==> src/sv/column_compare_to_bitmap_macros.svh <==
// assertion macros for the column compare to bitmap block
`ifndef COLUMN_COMPARE_TO_BITMAP_MACROS_SVH
`define COLUMN_COMPARE_TO_BITMAP_MACROS_SVH

`ifndef ASSERT_OFF
`define CCB_ASSERT_NEVER(lbl, clk, rst, expr) \
   lbl: assert property (@(posedge clk) disable iff (rst) !(expr)) \
      else $error("ccb assertion failed: never");
`define CCB_ASSERT_NEXT(lbl, clk, rst, cond, conseq) \
   lbl: assert property (@(posedge clk) disable iff (rst) (cond) |=> (conseq)) \
      else $error("ccb assertion failed: next");
`else
`define CCB_ASSERT_NEVER(lbl, clk, rst, expr)
`define CCB_ASSERT_NEXT(lbl, clk, rst, cond, conseq)
`endif

`endif

==> src/sv/ccb_pkg.sv <==
// shared types and constants of the column compare to bitmap block
package ccb_pkg;

   localparam int WORD_BITS_DEFAULT  = 64;
   localparam int COUNT_BITS_DEFAULT = 32;
   localparam int WORDNUM_BITS       = 26;
   localparam int COUNT_OUT_BITS     = 32;
   localparam int VALUE_BITS         = 32;
   localparam int OP_BITS            = 3;
   localparam int CSR_INDEX_BITS     = 8;
   localparam int CSR_DATA_BITS      = 32;
   localparam int MID_QUEUE_DEPTH    = 4;
   localparam int OUT_QUEUE_DEPTH    = 2;

   localparam logic [CSR_INDEX_BITS-1:0] CSR_COMPARE_OP = 8'd0;
   localparam logic [CSR_INDEX_BITS-1:0] CSR_THRESHOLD  = 8'd1;

   typedef enum logic [OP_BITS-1:0] {
      OP_GT = 3'd0,
      OP_GE = 3'd1,
      OP_LT = 3'd2,
      OP_LE = 3'd3,
      OP_EQ = 3'd4,
      OP_NE = 3'd5
   } op_type;

   // classified request handed from front to back
   typedef struct packed {
      logic hit;
      logic last;
   } item_type;

   localparam int ITEM_BITS = $bits(item_type);

endpackage

==> src/sv/ccb_queue.sv <==
// small register-based first-in first-out queue
module ccb_queue #(
   parameter int WIDTH = 2,
   parameter int DEPTH = 4
) (
   input  logic             clock,
   input  logic             reset,
   input  logic             push,
   input  logic [WIDTH-1:0] wr_data,
   output logic             full,
   input  logic             pop,
   output logic [WIDTH-1:0] rd_data,
   output logic             empty
);

   localparam int PTR_BITS = (DEPTH > 1) ? $clog2(DEPTH) : 1;
   localparam int CNT_BITS = $clog2(DEPTH + 1);

   logic [WIDTH-1:0]    mem_ff [DEPTH];
   logic [PTR_BITS-1:0] wr_ptr_ff, wr_ptr_in;
   logic [PTR_BITS-1:0] rd_ptr_ff, rd_ptr_in;
   logic [CNT_BITS-1:0] count_ff, count_in;
   logic                do_push, do_pop;

   assign full    = (count_ff == CNT_BITS'(DEPTH));
   assign empty   = (count_ff == '0);
   assign do_push = push && !full;
   assign do_pop  = pop && !empty;
   assign rd_data = mem_ff[rd_ptr_ff];

   always_comb begin
      wr_ptr_in = wr_ptr_ff;
      rd_ptr_in = rd_ptr_ff;
      count_in  = count_ff;
      if (do_push) begin
         wr_ptr_in = (wr_ptr_ff == PTR_BITS'(DEPTH - 1)) ? '0 : wr_ptr_ff + 1'b1;
      end
      if (do_pop) begin
         rd_ptr_in = (rd_ptr_ff == PTR_BITS'(DEPTH - 1)) ? '0 : rd_ptr_ff + 1'b1;
      end
      if (do_push && !do_pop) begin
         count_in = count_ff + 1'b1;
      end else if (do_pop && !do_push) begin
         count_in = count_ff - 1'b1;
      end
   end

   always_ff @(posedge clock) begin
      if (reset) begin
         wr_ptr_ff <= '0;
         rd_ptr_ff <= '0;
         count_ff  <= '0;
      end else begin
         wr_ptr_ff <= wr_ptr_in;
         rd_ptr_ff <= rd_ptr_in;
         count_ff  <= count_in;
      end
   end

   always_ff @(posedge clock) begin
      if (do_push) begin
         mem_ff[wr_ptr_ff] <= wr_data;
      end
   end

endmodule

==> src/sv/ccb_front.sv <==
// front end: configuration registers and predicate test of each request
module ccb_front (
   input  logic                                  clock,
   input  logic                                  reset,
   input  logic                                  csr_write,
   input  logic [ccb_pkg::CSR_INDEX_BITS-1:0]    csr_index,
   input  logic [ccb_pkg::CSR_DATA_BITS-1:0]     csr_data,
   input  logic signed [ccb_pkg::VALUE_BITS-1:0] sample,
   input  logic                                  end_of_run,
   output ccb_pkg::item_type                     item
);

   ccb_pkg::op_type                       op_ff;
   logic signed [ccb_pkg::VALUE_BITS-1:0] threshold_ff;
   logic                                  hit;

   always_ff @(posedge clock) begin
      if (reset) begin
         op_ff        <= ccb_pkg::OP_GT;
         threshold_ff <= '0;
      end else if (csr_write) begin
         case (csr_index)
            ccb_pkg::CSR_COMPARE_OP: begin
               op_ff <= ccb_pkg::op_type'(csr_data[ccb_pkg::OP_BITS-1:0]);
            end
            ccb_pkg::CSR_THRESHOLD: begin
               threshold_ff <= signed'(csr_data[ccb_pkg::VALUE_BITS-1:0]);
            end
            default: begin
            end
         endcase
      end
   end

   // unknown predicate codes never match
   always_comb begin
      case (op_ff)
         ccb_pkg::OP_GT: hit = (sample >  threshold_ff);
         ccb_pkg::OP_GE: hit = (sample >= threshold_ff);
         ccb_pkg::OP_LT: hit = (sample <  threshold_ff);
         ccb_pkg::OP_LE: hit = (sample <= threshold_ff);
         ccb_pkg::OP_EQ: hit = (sample == threshold_ff);
         ccb_pkg::OP_NE: hit = (sample != threshold_ff);
         default:        hit = 1'b0;
      endcase
   end

   assign item.hit  = hit;
   assign item.last = end_of_run;

endmodule

==> src/sv/ccb_back.sv <==
// back end: packs match bits into words and keeps word and match counts
module ccb_back #(
   parameter int WORD_BITS  = ccb_pkg::WORD_BITS_DEFAULT,
   parameter int COUNT_BITS = ccb_pkg::COUNT_BITS_DEFAULT,
   parameter int RES_BITS   = WORD_BITS + ccb_pkg::WORDNUM_BITS + ccb_pkg::COUNT_OUT_BITS + 1
) (
   input  logic              clock,
   input  logic              reset,
   input  logic              item_valid,
   input  ccb_pkg::item_type item,
   output logic              item_take,
   input  logic              out_full,
   output logic              res_valid,
   output logic [RES_BITS-1:0] res_data
);

   localparam int POS_BITS = $clog2(WORD_BITS);

   logic [WORD_BITS-1:0]              acc_ff, acc_in;
   logic [POS_BITS-1:0]               pos_ff, pos_in;
   logic [ccb_pkg::WORDNUM_BITS-1:0]  word_ff, word_in;
   logic [COUNT_BITS-1:0]             cnt_ff, cnt_in;
   logic [WORD_BITS-1:0]              acc_next;
   logic [COUNT_BITS-1:0]             cnt_next;
   logic                              word_full;
   logic                              emit;

   assign item_take = item_valid && !out_full;
   assign word_full = (pos_ff == POS_BITS'(WORD_BITS - 1));
   assign emit      = word_full || item.last;
   assign res_valid = item_take && emit;

   always_comb begin
      acc_next = acc_ff | ({{(WORD_BITS-1){1'b0}}, item.hit} << pos_ff);
      cnt_next = cnt_ff;
      // count saturates at all ones
      if (item.hit && !(&cnt_ff)) begin
         cnt_next = cnt_ff + 1'b1;
      end
   end

   assign res_data = {acc_next, word_ff, ccb_pkg::COUNT_OUT_BITS'(cnt_next), item.last};

   always_comb begin
      acc_in  = acc_ff;
      pos_in  = pos_ff;
      word_in = word_ff;
      cnt_in  = cnt_ff;
      if (item_take) begin
         if (emit) begin
            acc_in = '0;
            pos_in = '0;
            if (item.last) begin
               word_in = '0;
               cnt_in  = '0;
            end else begin
               word_in = word_ff + 1'b1;
               cnt_in  = cnt_next;
            end
         end else begin
            acc_in = acc_next;
            pos_in = pos_ff + 1'b1;
            cnt_in = cnt_next;
         end
      end
   end

   always_ff @(posedge clock) begin
      if (reset) begin
         acc_ff  <= '0;
         pos_ff  <= '0;
         word_ff <= '0;
         cnt_ff  <= '0;
      end else begin
         acc_ff  <= acc_in;
         pos_ff  <= pos_in;
         word_ff <= word_in;
         cnt_ff  <= cnt_in;
      end
   end

endmodule

==> src/sv/column_compare_to_bitmap.sv <==
// Column scan filter: each request is a signed value tested against a threshold under a
// programmable predicate; match bits are packed into WORD_BITS-wide words that come out
// when full or at end of run, with word number, saturating match count and a final flag.
// One request is taken every clock cycle while req_full is low. Requests are tested in
// the front stage and parked in a four-entry queue; the packing stage takes one per
// cycle while the two-entry result queue has room, so a stalled result side fills both
// queues before req_full rises. The configuration port is always ready and should be
// written only while the block is idle.
module column_compare_to_bitmap #(
   parameter int WORD_BITS  = ccb_pkg::WORD_BITS_DEFAULT,
   parameter int COUNT_BITS = ccb_pkg::COUNT_BITS_DEFAULT
) (
   input  logic                                   clock,
   input  logic                                   reset,
   input  logic                                   req_push,
   output logic                                   req_full,
   input  logic signed [ccb_pkg::VALUE_BITS-1:0]  req_sample,
   input  logic                                   req_end_of_run,
   output logic                                   rsp_empty,
   input  logic                                   rsp_pop,
   output logic [WORD_BITS-1:0]                   rsp_match_bits,
   output logic [ccb_pkg::WORDNUM_BITS-1:0]       rsp_word_number,
   output logic [ccb_pkg::COUNT_OUT_BITS-1:0]     rsp_matches_so_far,
   output logic                                   rsp_final_word,
   input  logic                                   csr_valid,
   output logic                                   csr_ready,
   input  logic [ccb_pkg::CSR_INDEX_BITS-1:0]     csr_index,
   input  logic [ccb_pkg::CSR_DATA_BITS-1:0]      csr_data
);

`include "column_compare_to_bitmap_macros.svh"

   localparam int RES_BITS = WORD_BITS + ccb_pkg::WORDNUM_BITS + ccb_pkg::COUNT_OUT_BITS + 1;

   ccb_pkg::item_type   front_item;
   ccb_pkg::item_type   mid_item;
   logic [ccb_pkg::ITEM_BITS-1:0] mid_rd;
   logic                mid_empty;
   logic                req_accept;
   logic                item_take;
   logic                out_full;
   logic                res_valid;
   logic [RES_BITS-1:0] res_data;
   logic [RES_BITS-1:0] out_data;

   assign csr_ready  = 1'b1;
   assign req_accept = req_push && !req_full;

   ccb_front u_front (
      .clock      (clock),
      .reset      (reset),
      .csr_write  (csr_valid && csr_ready),
      .csr_index  (csr_index),
      .csr_data   (csr_data),
      .sample     (req_sample),
      .end_of_run (req_end_of_run),
      .item       (front_item)
   );

   ccb_queue #(
      .WIDTH (ccb_pkg::ITEM_BITS),
      .DEPTH (ccb_pkg::MID_QUEUE_DEPTH)
   ) u_mid_queue (
      .clock   (clock),
      .reset   (reset),
      .push    (req_push),
      .wr_data (front_item),
      .full    (req_full),
      .pop     (item_take),
      .rd_data (mid_rd),
      .empty   (mid_empty)
   );

   assign mid_item = ccb_pkg::item_type'(mid_rd);

   ccb_back #(
      .WORD_BITS  (WORD_BITS),
      .COUNT_BITS (COUNT_BITS),
      .RES_BITS   (RES_BITS)
   ) u_back (
      .clock      (clock),
      .reset      (reset),
      .item_valid (!mid_empty),
      .item       (mid_item),
      .item_take  (item_take),
      .out_full   (out_full),
      .res_valid  (res_valid),
      .res_data   (res_data)
   );

   ccb_queue #(
      .WIDTH (RES_BITS),
      .DEPTH (ccb_pkg::OUT_QUEUE_DEPTH)
   ) u_out_queue (
      .clock   (clock),
      .reset   (reset),
      .push    (res_valid),
      .wr_data (res_data),
      .full    (out_full),
      .pop     (rsp_pop),
      .rd_data (out_data),
      .empty   (rsp_empty)
   );

   assign {rsp_match_bits, rsp_word_number, rsp_matches_so_far, rsp_final_word} = out_data;

   // an accepted request is waiting for the back end on the next cycle
   `CCB_ASSERT_NEXT(a_req_reaches_mid, clock, reset, req_accept, !mid_empty)
   // a result pushed into the output queue is visible on the next cycle
   `CCB_ASSERT_NEXT(a_res_reaches_out, clock, reset, res_valid, !rsp_empty)
   // the back end never takes a request while the result queue has no room
   `CCB_ASSERT_NEVER(a_no_take_when_full, clock, reset, item_take && out_full)

endmodule

==> config.mk <==
export PLATFORM = sky130hd
export DESIGN_NAME = column_compare_to_bitmap
export DESIGN_NICKNAME = d
export VERILOG_FILES = /design/src/sv/ccb_pkg.sv /design/src/sv/ccb_queue.sv /design/src/sv/ccb_front.sv /design/src/sv/ccb_back.sv /design/src/sv/column_compare_to_bitmap.sv
export VERILOG_INCLUDE_DIRS = /design/src /design/src/sv
export SDC_FILE = /design/constraint.sdc
export NUM_CORES = 1
export LEC_CHECK = 0
export BUFFER_PORTS_ARGS = -buffer_cell sky130_fd_sc_hd__buf_4
export CORE_AREA = 2 2 204 206
export DETAILED_ROUTE_END_ITERATION = 16
export DIE_AREA = 0 0 206 208
export GPL_TIMING_DRIVEN = 0
export PLACE_DENSITY = 0.7
export SLEW_MARGIN = 20
export SYNTH_ARGS = -nofsm -noshare
export SYNTH_HDL_FRONTEND = slang
export SYNTH_SLANG_ARGS = --single-unit
==> constraint.sdc <==
create_clock -name clock -period 9.4 [get_ports clock]
set_input_delay 0.94 -clock clock [delete_from_list [all_inputs] [get_ports clock]]
set_output_delay 0.94 -clock clock [all_outputs]
set_load 0.05 [all_outputs]
==> results.cfg <==
[finish]
multiInputGateArea_sq_um = 6360
antenna_cells_inserted = 0
final_nets = 1882
ff_latch_area_sq_um = 11200
design_area_sq_um = 21900
drive_gt1_frac = 0.237
flow.area_growth_from_synthesis_pct = 21.6
instances_no_fill = 2327
n_fill_cell = 3415
final_core_util = 0.540

[setup_path]
crit_type = reg -> out
setup.worst_path.start_class = flip-flop
cp_data_arrival_time_ns = 3.14
worst_ep_required_time_ns = 8.46
endpoint_kind = output port
worst-path-max-fanout = 10

[timing]
max_clock_freq_ghz = 0.245
finalClockSkew_ns = 0.0214
final.setup.worst_slack_ns = 5.32
report.final.slew_viol_count = 0
maxSlewHeadroom = 0.308
grt_setup_unrepaired = false
finalSetupViolations = 0
hold_viol = 0
finalCritPeriodShare = 0.434
max_slew.worst_pin.slew_ns = 1.03
post-route-min-period_ns = 4.08
worst_hold_slack_after_final_layout_ns = 0.452

[global_routing]
grt_first_pass_wirelength_microns = 65000
first_global_vias = 12314
grt_antenna_before_repair = 0
overall_global_routing_usage = 0.193
gr-total-overflow = 0
largest_net_degree_at_the_start_of_global_routing = 50

[logic_synthesis]
synth_enable_flop_cells = 254
synth.yosys.seq_area_share = 0.620
postSynthAreaPerCell_sq_um = 12.0
synthesized_flop_and_latch_total = 431
synth-async-reset-ratio = 0
postSynthNetCount = 1627
synth_top_flop_cell = sky130_fd_sc_hd__edfxtp_1
mapped_cells = 1506
syn_area_sq_um = 18000
synth.lib_cells_used.distinct = 60
count_of_synthesis_stage_warnings_from_yosys = 0

[placed_design]
detailedPlacementHpwl_microns = 28700
dp_cells = 2246
finalWeightedCongestion = 0.844
io_buf_count = 201
place_ws_ns = 5.90
postPlaceCellArea_sq_um = 20400

[clock_tree]
path_clk_slew_ns = 0.07
clk-insertion-delay-late_ns = 0.58
postCtsResizedCells = 0
num_clock_sinks = 431
cts_made_buffers = 45
cts_tree = done
ctsHtreeMaxLevel = 2
ctsHoldBuffers = 0
post-cts-setup-buffers = 0
cts_buffer_depth = 3
clock-root-buffer = sky130_fd_sc_hd__clkbuf_16

[drt]
antenna_left = 0
drcViolationCount = 0
vias = 12447
initialDrtViolationCount = 751
via_per_inst = 5.35
drtPass1Iterations = 5
wirelength_microns = 41400
wire_per_inst_microns = 17.8

[status]
outcome = finished, final reports clean

[job]
cap_violations = 0

[power_and_ir_drop]
power_density_nw_per_um2 = 311
cellLeakagePower_nw = 8.27
ir_worst_vdd_v = 0.000173

[floorplan]
start_util = 0.444
design.die.area_sq_um = 42800
die_y_microns = 208
ioPinCount = 204
placement_rows = 74
coreArea_sq_um = 40600
die_width_microns = 206

[worst_hold_path]
min_path_type = reg -> reg
## cells in the mapped netlist, types with 28 or more instances
master | count | area [sq um]
sky130_fd_sc_hd__inv_1 | 45 | 169
sky130_fd_sc_hd__a21o_1 | 53 | 398
sky130_fd_sc_hd__nor2_1 | 126 | 473
sky130_fd_sc_hd__ha_1 | 42 | 526
sky130_fd_sc_hd__edfxtp_1 | 254 | 7630
sky130_fd_sc_hd__clkbuf_1 | 67 | 251
sky130_fd_sc_hd__dfxtp_1 | 177 | 3540
sky130_fd_sc_hd__o21ai_0 | 43 | 215
sky130_fd_sc_hd__mux2_2 | 125 | 1410
sky130_fd_sc_hd__xnor2_1 | 28 | 245
sky130_fd_sc_hd__nand2_1 | 130 | 488
sky130_fd_sc_hd__a21oi_1 | 136 | 681
## flip-flops by register name, indices dropped and copies added, names as in the netlist, named ones only
| signal | flops |
|---|---|
| u_back.pos_ff | 6 |
| u_out_queue.wr_ptr_ff | 1 |
| u_back.cnt_ff | 32 |
| u_mid_queue.rd_ptr_ff | 2 |
| u_out_queue.count_ff | 2 |
| u_back.word_ff | 26 |
| u_back.acc_ff | 64 |
| u_mid_queue.wr_ptr_ff | 2 |
| u_mid_queue.mem_ff | 8 |
| u_out_queue.rd_ptr_ff | 1 |
| u_mid_queue.count_ff | 3 |
| u_out_queue.mem_ff | 246 |
| u_front.op_ff | 3 |
| u_front.threshold_ff | 32 |
## where the power goes
part / internal, mW / total [mW] / switching, mW
Clock: 1.10 / 1.83 / 0.731
Sequential: 2.35 / 2.43 / 0.0788
Combinational: 0.782 / 2.55 / 1.77
## layout make-up
class / count / area share
Buffer: 82 / 0.0148
Clock buffer: 51 / 0.0538
Clock inverter: 30 / 0.0159
Inverter: 47 / 0.00805
Multi-Input combinational cell: 946 / 0.290
Sequential cell: 431 / 0.510
Tap cell: 532 / 0.0304
Timing Repair Buffer: 208 / 0.0770
## routing by layer
metal / vias to the layer above / track usage / share of wire
li1: 5979 / - / -
met1: 6006 / 0.242 / 0.42
met2: 387 / 0.332 / 0.49
met3: 75 / 0.0398 / 0.061
met4: 0 / 0.0621 / 0.024
met5: - / 0 / 0
## cell families after synthesis
group	Yosys count	share of synthesized area
DFF	431	0.620
and+or+nand+nor	407	0.107
AOI/OAI and AO/OA	304	0.102
muxes	136	0.0856
buffers and inverters	129	0.0278
xor gates and xnor gates	55	0.0267
adders and majority gates	43	0.0303
other	1	0.000208
## final timing paths
path,from,endpoint,slack (ns),depth (start not counted)
worst max-delay path,flip-flop,rsp_match_bits[5],5.32,5
worst max register to register,u_mid_queue.count_ff[0]$_SDFFE_PP0P_,u_mid_queue.count_ff[2]$_SDFFE_PP0P_,6.08,10
worst min-delay path,u_front.threshold_ff[22]$_SDFFE_PP0P_,u_front.threshold_ff[22]$_SDFFE_PP0P_,0.45,2
worst min register to register,u_front.threshold_ff[22]$_SDFFE_PP0P_,u_front.threshold_ff[22]$_SDFFE_PP0P_,0.45,2
## placed cells by master, fill, tap and decap left out, types with 16 or more instances in the layout
cell | netlist | routed
sky130_fd_sc_hd__nand4_1 | 26 | 26
sky130_fd_sc_hd__xnor2_1 | 28 | 28
sky130_fd_sc_hd__buf_4 | 2 | 203
sky130_fd_sc_hd__nor2_1 | 126 | 125
sky130_fd_sc_hd__ha_1 | 42 | 42
sky130_fd_sc_hd__a31oi_1 | 22 | 22
sky130_fd_sc_hd__mux2_2 | 125 | 125
sky130_fd_sc_hd__o21ai_0 | 43 | 43
sky130_fd_sc_hd__xor2_1 | 27 | 27
sky130_fd_sc_hd__nand3_1 | 26 | 26
sky130_fd_sc_hd__a21oi_1 | 136 | 136
sky130_fd_sc_hd__clkbuf_16 | 0 | 46
sky130_fd_sc_hd__dfxtp_1 | 177 | 177
sky130_fd_sc_hd__inv_1 | 45 | 45
sky130_fd_sc_hd__a21o_1 | 53 | 53
sky130_fd_sc_hd__nand2_1 | 130 | 130
sky130_fd_sc_hd__clkbuf_1 | 67 | 71
sky130_fd_sc_hd__edfxtp_1 | 254 | 254
sky130_fd_sc_hd__o21bai_1 | 16 | 16
## worst max-delay path: stages (launching register included)
cell and delay [ns]:
sky130_fd_sc_hd__dfxtp_1 0.31, sky130_fd_sc_hd__clkbuf_1 0.39, sky130_fd_sc_hd__clkbuf_1 0.69, sky130_fd_sc_hd__clkbuf_1 0.53
sky130_fd_sc_hd__mux2_2 0.44, sky130_fd_sc_hd__buf_4 0.20
## through the flow
stage | TNS [ns] | total power [mW]
finish | 0 | 6.81
global route | 0 | 7.08
CTS | 0 | 6.87
detailed placement | 0 | 5.03
global placement | -101.95 | 5.01
floorplan | 0 | 4.23
Note: power is estimated with default switching activity, not from simulation.
